==> src/hdl/tssm_pkg.sv <==
// Package for the two-stack shared memory block.
// Holds sizes, operation and status codes, and the word types of both channels.
// Depends on nothing.
package tssm_pkg;

  localparam int DEPTH = 16;
  localparam int AW    = (DEPTH > 1) ? $clog2(DEPTH) : 1;
  localparam int CW    = $clog2(DEPTH + 1);
  localparam int DW    = 32;

  typedef enum logic [1:0] {
    KIND_PUSH_LEFT  = 2'd0,
    KIND_PUSH_RIGHT = 2'd1,
    KIND_POP_LEFT   = 2'd2,
    KIND_POP_RIGHT  = 2'd3
  } kind_t;

  typedef enum logic [1:0] {
    ST_DONE      = 2'd0,
    ST_OVERFLOW  = 2'd1,
    ST_UNDERFLOW = 2'd2
  } status_t;

  typedef struct packed {
    logic [1:0]           kind;
    logic signed [DW-1:0] push_value;
  } in_word_t;

  typedef struct packed {
    logic [1:0]           status;
    logic signed [DW-1:0] left_top;
    logic signed [DW-1:0] right_top;
    logic                 left_empty;
    logic                 right_empty;
  } out_word_t;

  typedef struct packed {
    logic load_in;
    logic exec;
    logic read;
    logic load_out;
  } cmd_t;

  typedef struct packed {
    logic out_busy;
  } stat_t;

endpackage

==> src/hdl/tssm_ctrl.sv <==
// Sequencer for the two-stack shared memory block.
// Steps each word through capture, update, memory read and result load.
// Depends on tssm_pkg.
module tssm_ctrl (
  input  logic           clk,
  input  logic           rst_n,
  input  logic           in_valid,
  output logic           in_stall,
  input  tssm_pkg::stat_t stat,
  output tssm_pkg::cmd_t  cmd
);

  typedef enum logic [3:0] {
    S_IDLE = 4'b0001,
    S_EXEC = 4'b0010,
    S_READ = 4'b0100,
    S_DONE = 4'b1000
  } state_t;

  state_t state_r, state_nxt;

  assign in_stall = (state_r != S_IDLE);

  always_comb begin
    state_nxt = state_r;
    cmd       = '0;
    case (state_r)
      S_IDLE: begin
        if (in_valid) begin
          cmd.load_in = 1'b1;
          state_nxt   = S_EXEC;
        end
      end
      S_EXEC: begin
        cmd.exec  = 1'b1;
        state_nxt = S_READ;
      end
      S_READ: begin
        cmd.read  = 1'b1;
        state_nxt = S_DONE;
      end
      S_DONE: begin
        if (!stat.out_busy) begin
          cmd.load_out = 1'b1;
          state_nxt    = S_IDLE;
        end
      end
      default: state_nxt = S_IDLE;
    endcase
  end

  always_ff @(posedge clk) begin
    if (!rst_n) begin
      state_r <= S_IDLE;
    end else begin
      state_r <= state_nxt;
    end
  end

endmodule

==> src/hdl/tssm_datapath.sv <==
// Datapath for the two-stack shared memory block.
// Holds the shared store, both stack counts and the result register.
// Depends on tssm_pkg.
module tssm_datapath (
  input  logic                clk,
  input  logic                rst_n,
  input  tssm_pkg::cmd_t      cmd,
  output tssm_pkg::stat_t     stat,
  input  tssm_pkg::in_word_t  in_data,
  output logic                out_valid,
  input  logic                out_stall,
  output tssm_pkg::out_word_t out_data
);

  logic [tssm_pkg::DW-1:0] mem [tssm_pkg::DEPTH];

  logic [1:0]              kind_r;
  logic [tssm_pkg::DW-1:0] value_r;
  logic [tssm_pkg::CW-1:0] left_count_r, left_count_nxt;
  logic [tssm_pkg::CW-1:0] right_count_r, right_count_nxt;
  logic [1:0]              status_r, status_nxt;
  logic [tssm_pkg::DW-1:0] rd_left_r, rd_right_r;
  logic                    out_valid_r;
  tssm_pkg::out_word_t     out_data_r;

  logic                    full;
  logic                    wr_en;
  logic [tssm_pkg::AW-1:0] wr_addr;
  logic [tssm_pkg::AW-1:0] left_addr, right_addr;
  logic                    left_zero, right_zero;

  assign full = ({1'b0, left_count_r} + {1'b0, right_count_r}) >=
                (tssm_pkg::CW + 1)'(tssm_pkg::DEPTH);

  assign left_zero  = (left_count_r == '0);
  assign right_zero = (right_count_r == '0);
  assign left_addr  = tssm_pkg::AW'(left_count_r - 1'b1);
  assign right_addr = tssm_pkg::AW'(tssm_pkg::CW'(tssm_pkg::DEPTH) - right_count_r);

  always_comb begin
    left_count_nxt  = left_count_r;
    right_count_nxt = right_count_r;
    status_nxt      = tssm_pkg::ST_DONE;
    wr_en           = 1'b0;
    wr_addr         = tssm_pkg::AW'(left_count_r);
    case (kind_r)
      tssm_pkg::KIND_PUSH_LEFT: begin
        if (full) begin
          status_nxt = tssm_pkg::ST_OVERFLOW;
        end else begin
          wr_en          = 1'b1;
          left_count_nxt = left_count_r + 1'b1;
        end
      end
      tssm_pkg::KIND_PUSH_RIGHT: begin
        wr_addr = tssm_pkg::AW'(tssm_pkg::CW'(tssm_pkg::DEPTH - 1) - right_count_r);
        if (full) begin
          status_nxt = tssm_pkg::ST_OVERFLOW;
        end else begin
          wr_en           = 1'b1;
          right_count_nxt = right_count_r + 1'b1;
        end
      end
      tssm_pkg::KIND_POP_LEFT: begin
        if (left_zero) begin
          status_nxt = tssm_pkg::ST_UNDERFLOW;
        end else begin
          left_count_nxt = left_count_r - 1'b1;
        end
      end
      default: begin
        if (right_zero) begin
          status_nxt = tssm_pkg::ST_UNDERFLOW;
        end else begin
          right_count_nxt = right_count_r - 1'b1;
        end
      end
    endcase
  end

  always_ff @(posedge clk) begin
    if (cmd.exec && wr_en) begin
      mem[wr_addr] <= value_r;
    end
    if (cmd.read) begin
      rd_left_r  <= mem[left_addr];
      rd_right_r <= mem[right_addr];
    end
  end

  always_ff @(posedge clk) begin
    if (cmd.load_in) begin
      kind_r  <= in_data.kind;
      value_r <= in_data.push_value;
    end
    if (cmd.exec) begin
      status_r <= status_nxt;
    end
    if (cmd.load_out) begin
      out_data_r.status      <= status_r;
      out_data_r.left_top    <= left_zero ? '1 : $signed(rd_left_r);
      out_data_r.right_top   <= right_zero ? '1 : $signed(rd_right_r);
      out_data_r.left_empty  <= left_zero;
      out_data_r.right_empty <= right_zero;
    end
  end

  always_ff @(posedge clk) begin
    if (!rst_n) begin
      left_count_r  <= '0;
      right_count_r <= '0;
      out_valid_r   <= 1'b0;
    end else begin
      if (cmd.exec) begin
        left_count_r  <= left_count_nxt;
        right_count_r <= right_count_nxt;
      end
      if (cmd.load_out) begin
        out_valid_r <= 1'b1;
      end else if (!out_stall) begin
        out_valid_r <= 1'b0;
      end
    end
  end

  assign stat.out_busy = out_valid_r && out_stall;
  assign out_valid     = out_valid_r;
  assign out_data      = out_data_r;

endmodule

==> src/hdl/two_stacks_shared_memory_top.sv <==
// Two stacks in one shared memory: the left grows up, the right grows down.
// A result word is registered after capture, update, read and load; the load
// waits while the output is stalled. A new word is taken only after that load,
// as the steps share the single store and result register.
// Reset (rst_n low, synchronous) empties both stacks; store contents are kept.
module two_stacks_shared_memory_top (
  input  logic                clk,
  input  logic                rst_n,
  input  logic                in_valid,
  output logic                in_stall,
  input  tssm_pkg::in_word_t  in_data,
  output logic                out_valid,
  input  logic                out_stall,
  output tssm_pkg::out_word_t out_data
);

  tssm_pkg::cmd_t  cmd;
  tssm_pkg::stat_t stat;

  tssm_ctrl u_ctrl (
    .clk      (clk),
    .rst_n    (rst_n),
    .in_valid (in_valid),
    .in_stall (in_stall),
    .stat     (stat),
    .cmd      (cmd)
  );

  tssm_datapath u_dp (
    .clk       (clk),
    .rst_n     (rst_n),
    .cmd       (cmd),
    .stat      (stat),
    .in_data   (in_data),
    .out_valid (out_valid),
    .out_stall (out_stall),
    .out_data  (out_data)
  );

endmodule

==> config.mk <==
export PLATFORM = sky130hd
export DESIGN_NAME = two_stacks_shared_memory_top
export DESIGN_NICKNAME = d
export VERILOG_FILES = /design/src/hdl/tssm_pkg.sv /design/src/hdl/tssm_ctrl.sv /design/src/hdl/tssm_datapath.sv /design/src/hdl/two_stacks_shared_memory_top.sv
export SDC_FILE = /design/constraint.sdc
export NUM_CORES = 1
export LEC_CHECK = 0
export BUFFER_PORTS_ARGS = -buffer_cell sky130_fd_sc_hd__buf_4
export CORE_ASPECT_RATIO = 1.75
export CORE_MARGIN = 2
export CORE_UTILIZATION = 27
export CTS_BUF_LIST = sky130_fd_sc_hd__clkbuf_4 sky130_fd_sc_hd__clkbuf_8 sky130_fd_sc_hd__clkbuf_16
export DETAILED_ROUTE_END_ITERATION = 8
export GPL_TIMING_DRIVEN = 0
export PLACE_DENSITY = 0.43
export SYNTH_ARGS = -nofsm -noshare
export SYNTH_HDL_FRONTEND = slang
export SYNTH_HIERARCHICAL = 1
export SYNTH_SLANG_ARGS = --single-unit
==> constraint.sdc <==
create_clock -name clk -period 11.4 [get_ports clk]
set_input_delay 3.42 -clock clk [delete_from_list [all_inputs] [get_ports clk]]
set_output_delay 3.42 -clock clk [all_outputs]
set_load 0.005 [all_outputs]
# After elaboration in Yosys (flattened, before gate mapping)
# Memory sizes are Yosys's and may differ from the RTL's. A register that Yosys moved wholly into a read port is not among the register bits.
# Cells that the tools add are included.
[totals]
memories = 1
output_inout_bits = 70
ram_bits = 512
elab_cells = 73
register_bits = 119
in_bits = 38
[op_classes]
reduce_logical = 11
n_bitwise = 1
add_sub_neg = 7
magnitude_cmp = 1
mux = 26
eq_ne = 14
[mem_list]
columns = ["memory", "depth", "word_bits", "read_ports", "rd_clocked_by_memory_dff", "write_ports", "line", "rtl"]
rows = [
  ["u_dp.mem", 16, 32, 2, 2, 1, "tssm_datapath.sv:15", "logic [tssm_pkg::DW-1:0] mem [tssm_pkg::DEPTH];"],
]
[op_table]
columns = ["op", "count"]
rows = [
  ["$mux 5", 4],
  ["$pmux 5 s2", 2],
  ["$pmux 4 s4", 1],
  ["$mux 1", 13],
  ["$mux 4", 3],
  ["$ne 2x2->1 const B", 6],
  ["$add 5x1->5 const B", 2],
  ["$logic_not 5->1", 2],
  ["$sub 5x1->5 const B", 2],
  ["$reduce_and 4->1", 2],
  ["$add 5x5->6", 1],
  ["$ge 6x5->1 const B", 1],
  ["$eq 4x1->1 const B", 1],
  ["$eq 4x2->1 const B", 1],
  ["$eq 4x3->1 const B", 1],
  ["$eq 4x4->1 const B", 1],
  ["$mux 2", 2],
  ["$ne 4x1->1 const B", 1],
  ["$pmux 2 s2", 1],
  ["$reduce_or 2->1", 2],
  ["$sub 1x4->4 const A", 1],
  ["$sub 4x4->4 const A", 1],
  ["$eq 2x1->1 const B", 1],
  ["$eq 2x2->1 const B", 1],
  ["other kinds (6)", 7],
]

# Depth between registers and ports, before layout
# Gate-level depths: netlist of the first run.
[logic_depth]
depth_word = 7
mapped_depth = 10
mapped_depth_nobuf = 8

# Hierarchy
# The synthesis of the first run kept the hierarchy.
[modules_own_cells]
columns = ["mod", "seq_area_each_um2", "area_each_um2", "cells_per_inst", "instances"]
rows = [
  ["tssm_datapath", 20639.8, 29558.3, 1287, 1],
  ["tssm_ctrl", 80.1, 221.5, 24, 1],
]

# Least setup slack after synthesis of the first run
# OpenSTA, ideal clock, no wires.
[synth_timing]
path_type = "in2reg"
startpoint = "input port out_stall"
endpoint = "register u_dp.out_data_r (netlist bit u_dp/out_data[0]) (enable)"
required_ns = 10.733
arrival_time_ns = 10.166
setup_slack_ns = 0.568
setup_time_ns = 0.667
n_path_buf = 0
path_stages = 2
path_cell_list = "and2_1 > nor4bb_1"
[synth_rtl]
columns = ["element", "line", "rtl"]
rows = [
  ["start, declared", "two_stacks_shared_memory_top.sv:13", "input logic out_stall,"],
  ["end, declared", "tssm_datapath.sv:24", "tssm_pkg::out_word_t out_data_r;"],
]

# Final worst setup path of the first run
[layout_timing]
startpoint = "register u_ctrl.state_r[0]"
endpoint = "output port in_stall"
[layout_between]
elab_chain_len = 1
[layout_lines]
columns = ["element", "line", "rtl"]
rows = [
  ["start, declared", "tssm_ctrl.sv:20", "state_t state_r, state_nxt;"],
  ["start signal, assigned", "tssm_ctrl.sv:56", "state_r <= state_nxt;"],
  ["$ne 4x1->1", "tssm_ctrl.sv:22", "assign in_stall = (state_r != S_IDLE);"],
  ["end, declared", "two_stacks_shared_memory_top.sv:10", "output logic in_stall,"],
]
# Every way passes these cells.

==> summary by stage, run 1 <==
CTS
Counting along the longest clock path gives a buffer depth of 3. Clock tree synthesis found a total of between 600 and 700 sinks. For this design, the CTS-stage hold fixing added 0 buffers. The CTS buffer count is 69. The worst-skew pair later-pin latency is between 0.6 and 0.7 ns. TritonCTS built the clock tree.

The H-tree was split into 3 levels. The number of gates resized after CTS is 0. The tree is rooted in a sky130_fd_sc_hd__clkbuf_16. Post-CTS timing repair inserted 0 buffers for setup. After clock tree synthesis, the clock-pin slew on the worst setup and hold paths is ~0.07 ns.

Final layout
The count of antenna diodes in the layout is 0. The storage element area is between 20000 and 25000 um2. Cells with a size suffix above 1 make up around 45% of the layout. Measured on the finished design, the core utilization comes to between 30% and 40%.

The multi-input gate area in the final layout is roughly 8700 um2. Fill cells in the final layout number 10400. The non-filler instance count after layout is roughly 3000.

The count of nets after finishing is ~1600. Compared with the post-synthesis result, the final layout area differs by 19.2%.

Synth
The unique cell type count in the Yosys netlist is 54. Yosys mapped a number of flops with a built-in enable equal to 680. Of all flip-flops after synthesis, the portion carrying an async set or reset was 0%.

The count of yosys warnings during synthesis is 6. Synthesis handed over a netlist of around 1300 instances. The number of synthesized register bits is between 600 and 700.

After synthesis the cells add up to between 20000 and 30000 um2. The per-instance average area after synthesis is between 20 and 25 um2. The synthesized netlist net count is 1360.

The most instantiated flip-flop cell in the synthesis netlist is sky130_fd_sc_hd__edfxtp_1. After synthesis, flip-flops and latches occupy between 60% and 70% of the total area.

Setup path
In this run the register-to-register setup slack is 6.89 ns. The data arrival time of the critical path is approximately 1.8 ns. The startpoint class of the critical path is a flip-flop. The kind of end point of the critical path is a primary output. The category of the critical setup timing path is reg -> out. For the worst flop-to-flop path, the logic depth is 8. The data required time of the critical path is 7.98 ns.

The endpoint of the most critical register-to-register path is u_dp/rd_right_r[23]$_DFFE_PP_. The most critical setup path has its endpoint at in_stall. In this run the worst path has a maximum fanout of 8. The critical path startpoint is u_ctrl/state_r[0]$_SDFFE_PN1P_. The launch instance of the worst register-to-register path is u_dp/right_count_r[0]$_SDFFE_PN0P_.

Timing
For the pin with the worst max-slew slack, the measured transition is about 1.3 ns. The number of failing setup endpoints in the final timing report is 0. Adding up every negative setup slack in the final design gives 0 ns. Derived from the worst setup path, the maximum achievable clock frequency is between 150 and 200 MHz. Headroom to the max-slew limit came out at around 15%. Setup repair after global routing left no endpoint under its margin. The routed design could run at a clock period as short as approximately 5.2 ns. On the final layout, the worst clock skew is between 0.02 and 0.03 ns.

The count of final hold-check violations is 0. Setup slack on the critical path of the routed design comes to 6.17 ns. The ratio of final minimum period to clock period is a little under half. The final number of max-transition violations is 0.

Route
The count of nets left with antenna violations once routing finished came out at 0. The routed design has 91700 um of wire. The per-cell via count in the routed design is about 5.0. Detailed routing inserted a total of approximately 15000 vias. The number of iterations in the first detailed-routing pass is 5. The count of unresolved DRC violations after routing is 0. The DRC marker count from the first detailed-route iteration is between 1000 and 1500. The wire length per cell after detailed routing is around 30 um.

Die
Measured along the y axis, the die boundary spans roughly 440 um. The number of top-level pins is 108. The die extent in x is roughly 260 um. The core region is between 100000 and 150000 um2. After floorplanning, the core was divided into about 160 placement rows. The die covers around 110000 um2. The effective utilization at floorplan is a little over a quarter.

GRT
The number of antenna violations at the first check in global routing is 0. The via count of the first global-routing pass is around 16000. The maximum number of pins on one net before global-route repair is 20. The first global-routing pass estimated 129000 um of wire.

Global routing consumed, over all layers together, 16.5% of the routing resources. For this run the aggregate overflow at the end of global routing stands at 0.

Place
The routability congestion estimate from global placement is 0.745. The count of input and output buffers is 107. Once placement completed, the tool counted placed cells totaling ~2900. The HPWL after detailed placement is 60400 um. The worst slack after detailed placement is ~5.8 ns.

Power
Dividing total power by cell area gives a power density of 157 nW/um2. The maximum vdd drop is roughly 0.00012 V. For this design the static power due to leakage is about 11 nW.

Status
The flow ran to the end, and the final reports show no timing, DRC or antenna violations.

Worst hold path
The class of the tightest hold or removal check is reg -> reg. The startpoint identified for the worst hold timing path is u_dp/status_r[1]$_DFFE_PP_.

Job
The count of maximum capacitance violations is 0.
[report_power, final]
| group | total [mW] | switching [mW] | internal (mW) |
|---|---|---|---|
| logic | 0.306 | 0.172 | 0.134 |
| clock network | 2.33 | 1.01 | 1.32 |
| registers | 2.92 | 0.0555 | 2.87 |
| total | 5.56 | 1.24 | 4.32 |
[area by class of cell]
type	instances	share of cell area [%]
Sequential cell	695	58.4
Multi-Input combinational cell	524	24.6
Clock buffer	83	5.31
Tap cell	1467	5.17
Timing Repair Buffer	146	4.10
Buffer	84	1.33
Clock inverter	42	1.06
Inverter	8	0.0846
[through the flow]
step / instance area (um2) / power [mW] / hold slack (ns)
floorplan: 29800 / 3.13 / 0.400
global placement: 32400 / 3.28 / 0.407
detailed placement: 33200 / 3.29 / 0.411
CTS: 35500 / 5.66 / 0.426
global route: 35500 / 5.75 / 0.428
finish: 35500 / 5.56 / 0.424
[cell usage in the layout, fill, tap and decap left out, types with 3 or more instances in the layout]
cell type	instances
sky130_fd_sc_hd__a31oi_1	4
sky130_fd_sc_hd__nand2b_1	5
sky130_fd_sc_hd__o21ai_0	7
sky130_fd_sc_hd__clkinv_2	13
sky130_fd_sc_hd__a21oi_1	6
sky130_fd_sc_hd__or2_2	64
sky130_fd_sc_hd__edfxtp_1	680
sky130_fd_sc_hd__inv_1	8
sky130_fd_sc_hd__nand2_1	11
sky130_fd_sc_hd__buf_2	27
sky130_fd_sc_hd__nor3b_1	3
sky130_fd_sc_hd__nor2_4	16
sky130_fd_sc_hd__clkbuf_4	11
sky130_fd_sc_hd__buf_12	15
sky130_fd_sc_hd__and2_1	3
sky130_fd_sc_hd__bufinv_16	6
sky130_fd_sc_hd__dfxtp_1	15
sky130_fd_sc_hd__buf_1	4
sky130_fd_sc_hd__mux2i_1	4
sky130_fd_sc_hd__clkbuf_1	36
sky130_fd_sc_hd__clkbuf_16	72
sky130_fd_sc_hd__buf_4	119
sky130_fd_sc_hd__inv_6	5
sky130_fd_sc_hd__buf_16	7
sky130_fd_sc_hd__ha_1	10
sky130_fd_sc_hd__nor2_1	11
sky130_fd_sc_hd__buf_6	20
sky130_fd_sc_hd__mux4_2	320
sky130_fd_sc_hd__nand3_1	3
sky130_fd_sc_hd__xnor2_1	8
sky130_fd_sc_hd__clkinv_1	15
sky130_fd_sc_hd__nor3_1	8
[state kept, by name, summed over array words and instances (netlist names)]
name / count
u_dp/mem: 512
u_dp/out_data: 68
u_dp/rd_left_r: 32
u_dp/rd_right_r: 32
u_dp/value_r: 32
u_dp/left_count_r: 5
u_dp/right_count_r: 5
u_ctrl/state_r: 4
u_dp/kind_r: 2
u_dp/status_r: 2
u_dp/out_valid: 1
[cells by family (layout without fill, tap and decap cells)]
kind of cell             after synthesis  in the layout  share of synthesized area, %
multiplexers                         324            324                          24.3
AND/OR/NAND/NOR                      146            146                          2.88
XOR/XNOR                              10             10                         0.294
buffers and inverters                 92            363                          1.69
adder cells (fa/ha/maj)               11             11                         0.487
AO/OA/AOI/OAI                         33             33                         0.739
flip-flops                           695            695                          69.6
[cells in the mapped netlist (all sizes together), types with 2 or more instances]
library cell	number	share of area, %
a211oi	2	0.050
a21o	2	0.050
a21oi	6	0.10
a31oi	4	0.084
and2	3	0.063
and3b	2	0.059
buf	48	1.1
clkbuf	36	0.45
dfxtp	15	1.0
edfxtp	680	69
ha	10	0.42
inv	8	0.10
mux2i	4	0.13
mux4	320	24
nand2	11	0.14
nand2b	5	0.11
nand3	3	0.050
nand3b	2	0.050
nand4	2	0.042
nor2	28	0.36
nor2b	2	0.042
nor3	8	0.13
nor3b	3	0.076
nor4	2	0.063
nor4b	3	0.11
o21a	2	0.050
o21ai	9	0.16
or2	64	1.3
or3	2	0.042
xnor2	8	0.24
xor2	2	0.059
[how the worst min path moves through the flow]
stage               cells after the start  slack (ns)                          end
detailed placement                      0        0.41  u_dp/out_data[67]$_DFFE_PP_
CTS                                     0        0.43  u_dp/out_data[67]$_DFFE_PP_
floorplan                               0        0.40  u_dp/out_data[66]$_DFFE_PP_
global route                            0        0.43  u_dp/out_data[67]$_DFFE_PP_
global placement                        0        0.41  u_dp/out_data[67]$_DFFE_PP_
finish                                  0        0.42  u_dp/out_data[67]$_DFFE_PP_
[critical path, cell delays in order, from the launching register on]
cell and delay (ns):
sky130_fd_sc_hd__dfxtp_1 0.49, sky130_fd_sc_hd__or4b_4 0.53, sky130_fd_sc_hd__buf_4 0.15
[layer usage]
layer  routed length, um  GRT usage [%]  part of all wire [%]  up-vias
met2               49700           29.9                    54      548
met4                2340           5.08                   2.6        0
met3                4580           2.67                   5.0      121
met1               35100           20.0                    38     8325
li1                    -              -                     -     6122
met5                   0              0                     0        -
No activity file was read; power rests on OpenSTA's default activity.
==> run 2: changes to the inputs <==
clock period = 4.3 ns   (was 11.4 ns; I/O delays follow)
==> run 2 against run 1 <==
Net effect: count of clock-buffer cells in the layout is 8 higher; design area is 0.63% higher; combinational power grew to 2.7 times the previous value; global-route usage is 0.096 points higher; sequential share of layout area is 0.37 points lower; critical endpoint is now u_dp/rd_right_r[16]$_DFFE_PP_; routed wire length is 1.1% higher; first-iteration DRC count is 15% higher; via count is 1.7% higher; critical path depth is 6 higher; highest routed layer unchanged; setup slack worse by 6.0 ns; die area stayed put.
==> summary by stage, run 2 (synthesized netlist as in run 1, its figures left out) <==
Status
The flow ran to the end, and the final reports show no timing, DRC or antenna violations.

Final layout
The count of nets after finishing is between 1500 and 2000. The register with the most flip-flops in the layout has just over 500 of them. The area growth from synthesis to layout is 19.9%. For this run, the number of standard cells in the final layout without fillers is around 3000.

The largest register by flop count is u_dp/mem. At the end of the flow the core is filled with cells to approximately a third. Leaving out fill and tap cells, the most frequent cells in the layout are 680 x sky130_fd_sc_hd__edfxtp_1, 320 x sky130_fd_sc_hd__mux4_2, 108 x sky130_fd_sc_hd__buf_4.

In the final layout, the share of cells above drive strength 1 is about 46%. Leaving out fill and tap cells, the most frequent cell in the layout is sky130_fd_sc_hd__edfxtp_1.

Die
The floorplan die height is roughly 440 um. The area of the die is about 110000 um2. The region available for standard cell placement spans approximately 110000 um2. Row generation in the floorplan step produced 161 rows.

The number of top-level pins is around 110. The effective utilization at floorplan is 27.1%. From left edge to right edge, the die measures roughly 260 um.

Setup path
The critical path in this run is classified as reg -> reg. The endpoint of the worst setup timing path is u_dp/rd_right_r[16]$_DFFE_PP_. The worst setup slack for register-to-register paths is between 0.1 and 0.15 ns.

The launch instance of the worst register-to-register path is u_dp/right_count_r[0]$_SDFFE_PN0P_. The worst setup path is captured at a flip-flop. In this run the worst setup path begins at u_dp/right_count_r[0]$_SDFFE_PN0P_.

STA puts the critical path data required time at ~4.7 ns. In this run the critical register-to-register path is captured at u_dp/rd_right_r[16]$_DFFE_PP_. The worst setup path is launched from a flip-flop.

Counting cells, the worst reg-to-reg path comes to 8. The maximum fanout along the worst path is 10. The data arrival time of the critical path is between 4 and 5 ns.

Timing
Based on the critical path, the design can be clocked at up to about 240 MHz. The aggregate negative setup slack is 0 ns. The final number of max-transition violations is 0. Setup repair after global routing left no endpoint under its margin. The worst clock skew on the final layout is between 0.02 and 0.025 ns. Measured against its own limit, the worst slew margin works out to 16.8%. Setup violations remaining at the end of the flow were counted as 0.

The count of final hold-check violations was 0. The ratio of final minimum period to clock period is between 90 and 100%. On the final layout, the worst hold slack is between 0.4 and 0.5 ns.

For the finished layout, the period the worst path requires is around 4.2 ns. For the pin with the worst max-slew slack, the measured transition is 1.24 ns.

CTS
The cell at the root of the clock tree is sky130_fd_sc_hd__clkbuf_16. In this run, CTS created clock tree buffers numbering slightly below 70. The post-CTS clock slew at the launch and capture registers of the worst setup and hold paths is 0.07 ns.

TritonCTS built the clock tree. The number of sinks driven by the clock tree is between 600 and 700. The number of setup buffers added after CTS is 0.

The maximum buffer depth of the clock tree is 3. The number of buffers inserted for hold repair after clock tree synthesis is 0. The later pin in the worst-skew pair is clocked with a latency of 0.64 ns. The number of H-tree branching levels is 3.

Route
The post-route antenna net violation count is 0. The count of unresolved DRC violations after routing is 0. In this run, the number of DRC markers left after iteration 0 of detailed routing was approximately 1500. The wire length per cell after detailed routing is 30.4 um. The number of iterations in the first detailed-routing pass is 7.

The total vias in the final route is between 15000 and 20000. The final wirelength is 92700 um. The per-cell via count in the routed design is slightly above 5.

Power
The cell area power density is 417 nW/um2. The internal power of the cells is roughly 12 mW. The leakage power figure is 10.7 nW. The net switching share of the total power is around 22%. The share of total power in combinational logic is roughly 5.4%. Overall power consumption after layout is estimated at roughly 15 mW.

The maximum vdd drop is 0.000249 V. The switching component of the power is about 3.3 mW. The clock power share is about 43%. The part of the total power dissipated in sequential elements is between 50% and 60%.

Worst hold path
In this run the worst hold path is classified as reg -> reg.

GRT
Summed over all layers, the global routing overflow is 0. Entering global routing, the biggest net connects 21 pins. The total track usage is between 10% and 20%. The via count of the first global-routing pass is roughly 17000. The global-route wire length before repair is about 130000 um. The number of antenna violations at the first check in global routing is 3.

Place
In this run the tool buffered the top-level ports with about 110 buffer cells. The count of placed standard cells including taps is approximately 3000. The HPWL after detailed placement is between 60000 and 70000 um. At the end of routability-driven placement, the weighted congestion stood at 0.751.

Job
The count of maximum capacitance violations is 0.
==> run 2: cell types whose count changed in the layout (fill, tap and decap cells not counted), sizes merged <==
cell,change
buf,-1
inv,-5
clkdlybuf4s15,+4
clkinv,-4
clkbuf,+7
diode,+1
clkinvlp,-1
bufinv,+2
==> run 2: critical path: stages, from the launching register on <==
cell	delay, ns
sky130_fd_sc_hd__dfxtp_1	0.31
sky130_fd_sc_hd__buf_2	0.23
sky130_fd_sc_hd__buf_2	0.44
sky130_fd_sc_hd__inv_1	0.24
sky130_fd_sc_hd__ha_1	0.37
sky130_fd_sc_hd__clkdlybuf4s15_1	0.78
sky130_fd_sc_hd__clkbuf_2	0.57
sky130_fd_sc_hd__mux4_2	0.40
sky130_fd_sc_hd__mux4_2	0.52
==> run 2: repair_timing <==
item | CTS | global route
setup endpoints to repair | 51 | 6
gates resized for setup | 19 | 5
cloned | 0 | 0
==> run 2: routing by layer <==
metal  part of all wire [%]  global-route usage (%)  vias to the layer above  wire [um]
li1                       -                       -                     6122          -
met1                     39                    20.2                     8561      35800
met2                     54                    30.1                      569      49900
met3                    5.0                    2.49                      126       4600
met4                    2.6                    5.00                        0       2450
met5                      0                       0                        -          0
==> run 2: how the worst min path moves through the flow <==
stage	end	cells past startpoint	slack [ns]	start
detailed placement	u_dp/out_data[67]$_DFFE_PP_	0	0.41	u_dp/status_r[1]$_DFFE_PP_
floorplan	u_dp/out_data[66]$_DFFE_PP_	0	0.40	u_dp/status_r[0]$_DFFE_PP_
CTS	u_dp/out_data[67]$_DFFE_PP_	0	0.43	u_dp/status_r[1]$_DFFE_PP_
global placement	u_dp/out_data[66]$_DFFE_PP_	0	0.41	u_dp/status_r[0]$_DFFE_PP_
finish	u_dp/out_data[67]$_DFFE_PP_	0	0.42	u_dp/status_r[1]$_DFFE_PP_
global route	u_dp/out_data[66]$_DFFE_PP_	0	0.43	u_dp/status_r[0]$_DFFE_PP_
==> run 2: through the flow <==
| step | area [um2] | worst slack, ns |
|---|---|---|
| floorplan | 29800 | 0.0679 |
| global placement | 32400 | -2.27 |
| detailed placement | 33300 | -0.337 |
| CTS | 35700 | 0.0106 |
| global route | 35700 | 0.00339 |
| finish | 35700 | 0.133 |
==> run 2: layout make-up <==
cell class	count	area [um2]
flip-flops and latches	695	20700
clock buffers	91	1940
diodes	1	2.50
multi-input cells	524	8710
plain buffers	84	519
clock inverters	34	387
well taps	1467	1840
fillers	10300	74100
repair buffers	148	1570
inverters	8	30.0
==> run 2: power by group through the flow <==
stage	sequential (mW)	combinational, mW	clock [mW]
2_1_floorplan	7.83	0.469	0
3_3_place_gp	7.89	0.806	0
3_5_place_dp	7.89	0.838	0
4_1_cts	7.75	0.842	6.53
5_1_grt	7.76	0.864	6.75
6_report	7.75	0.811	6.34
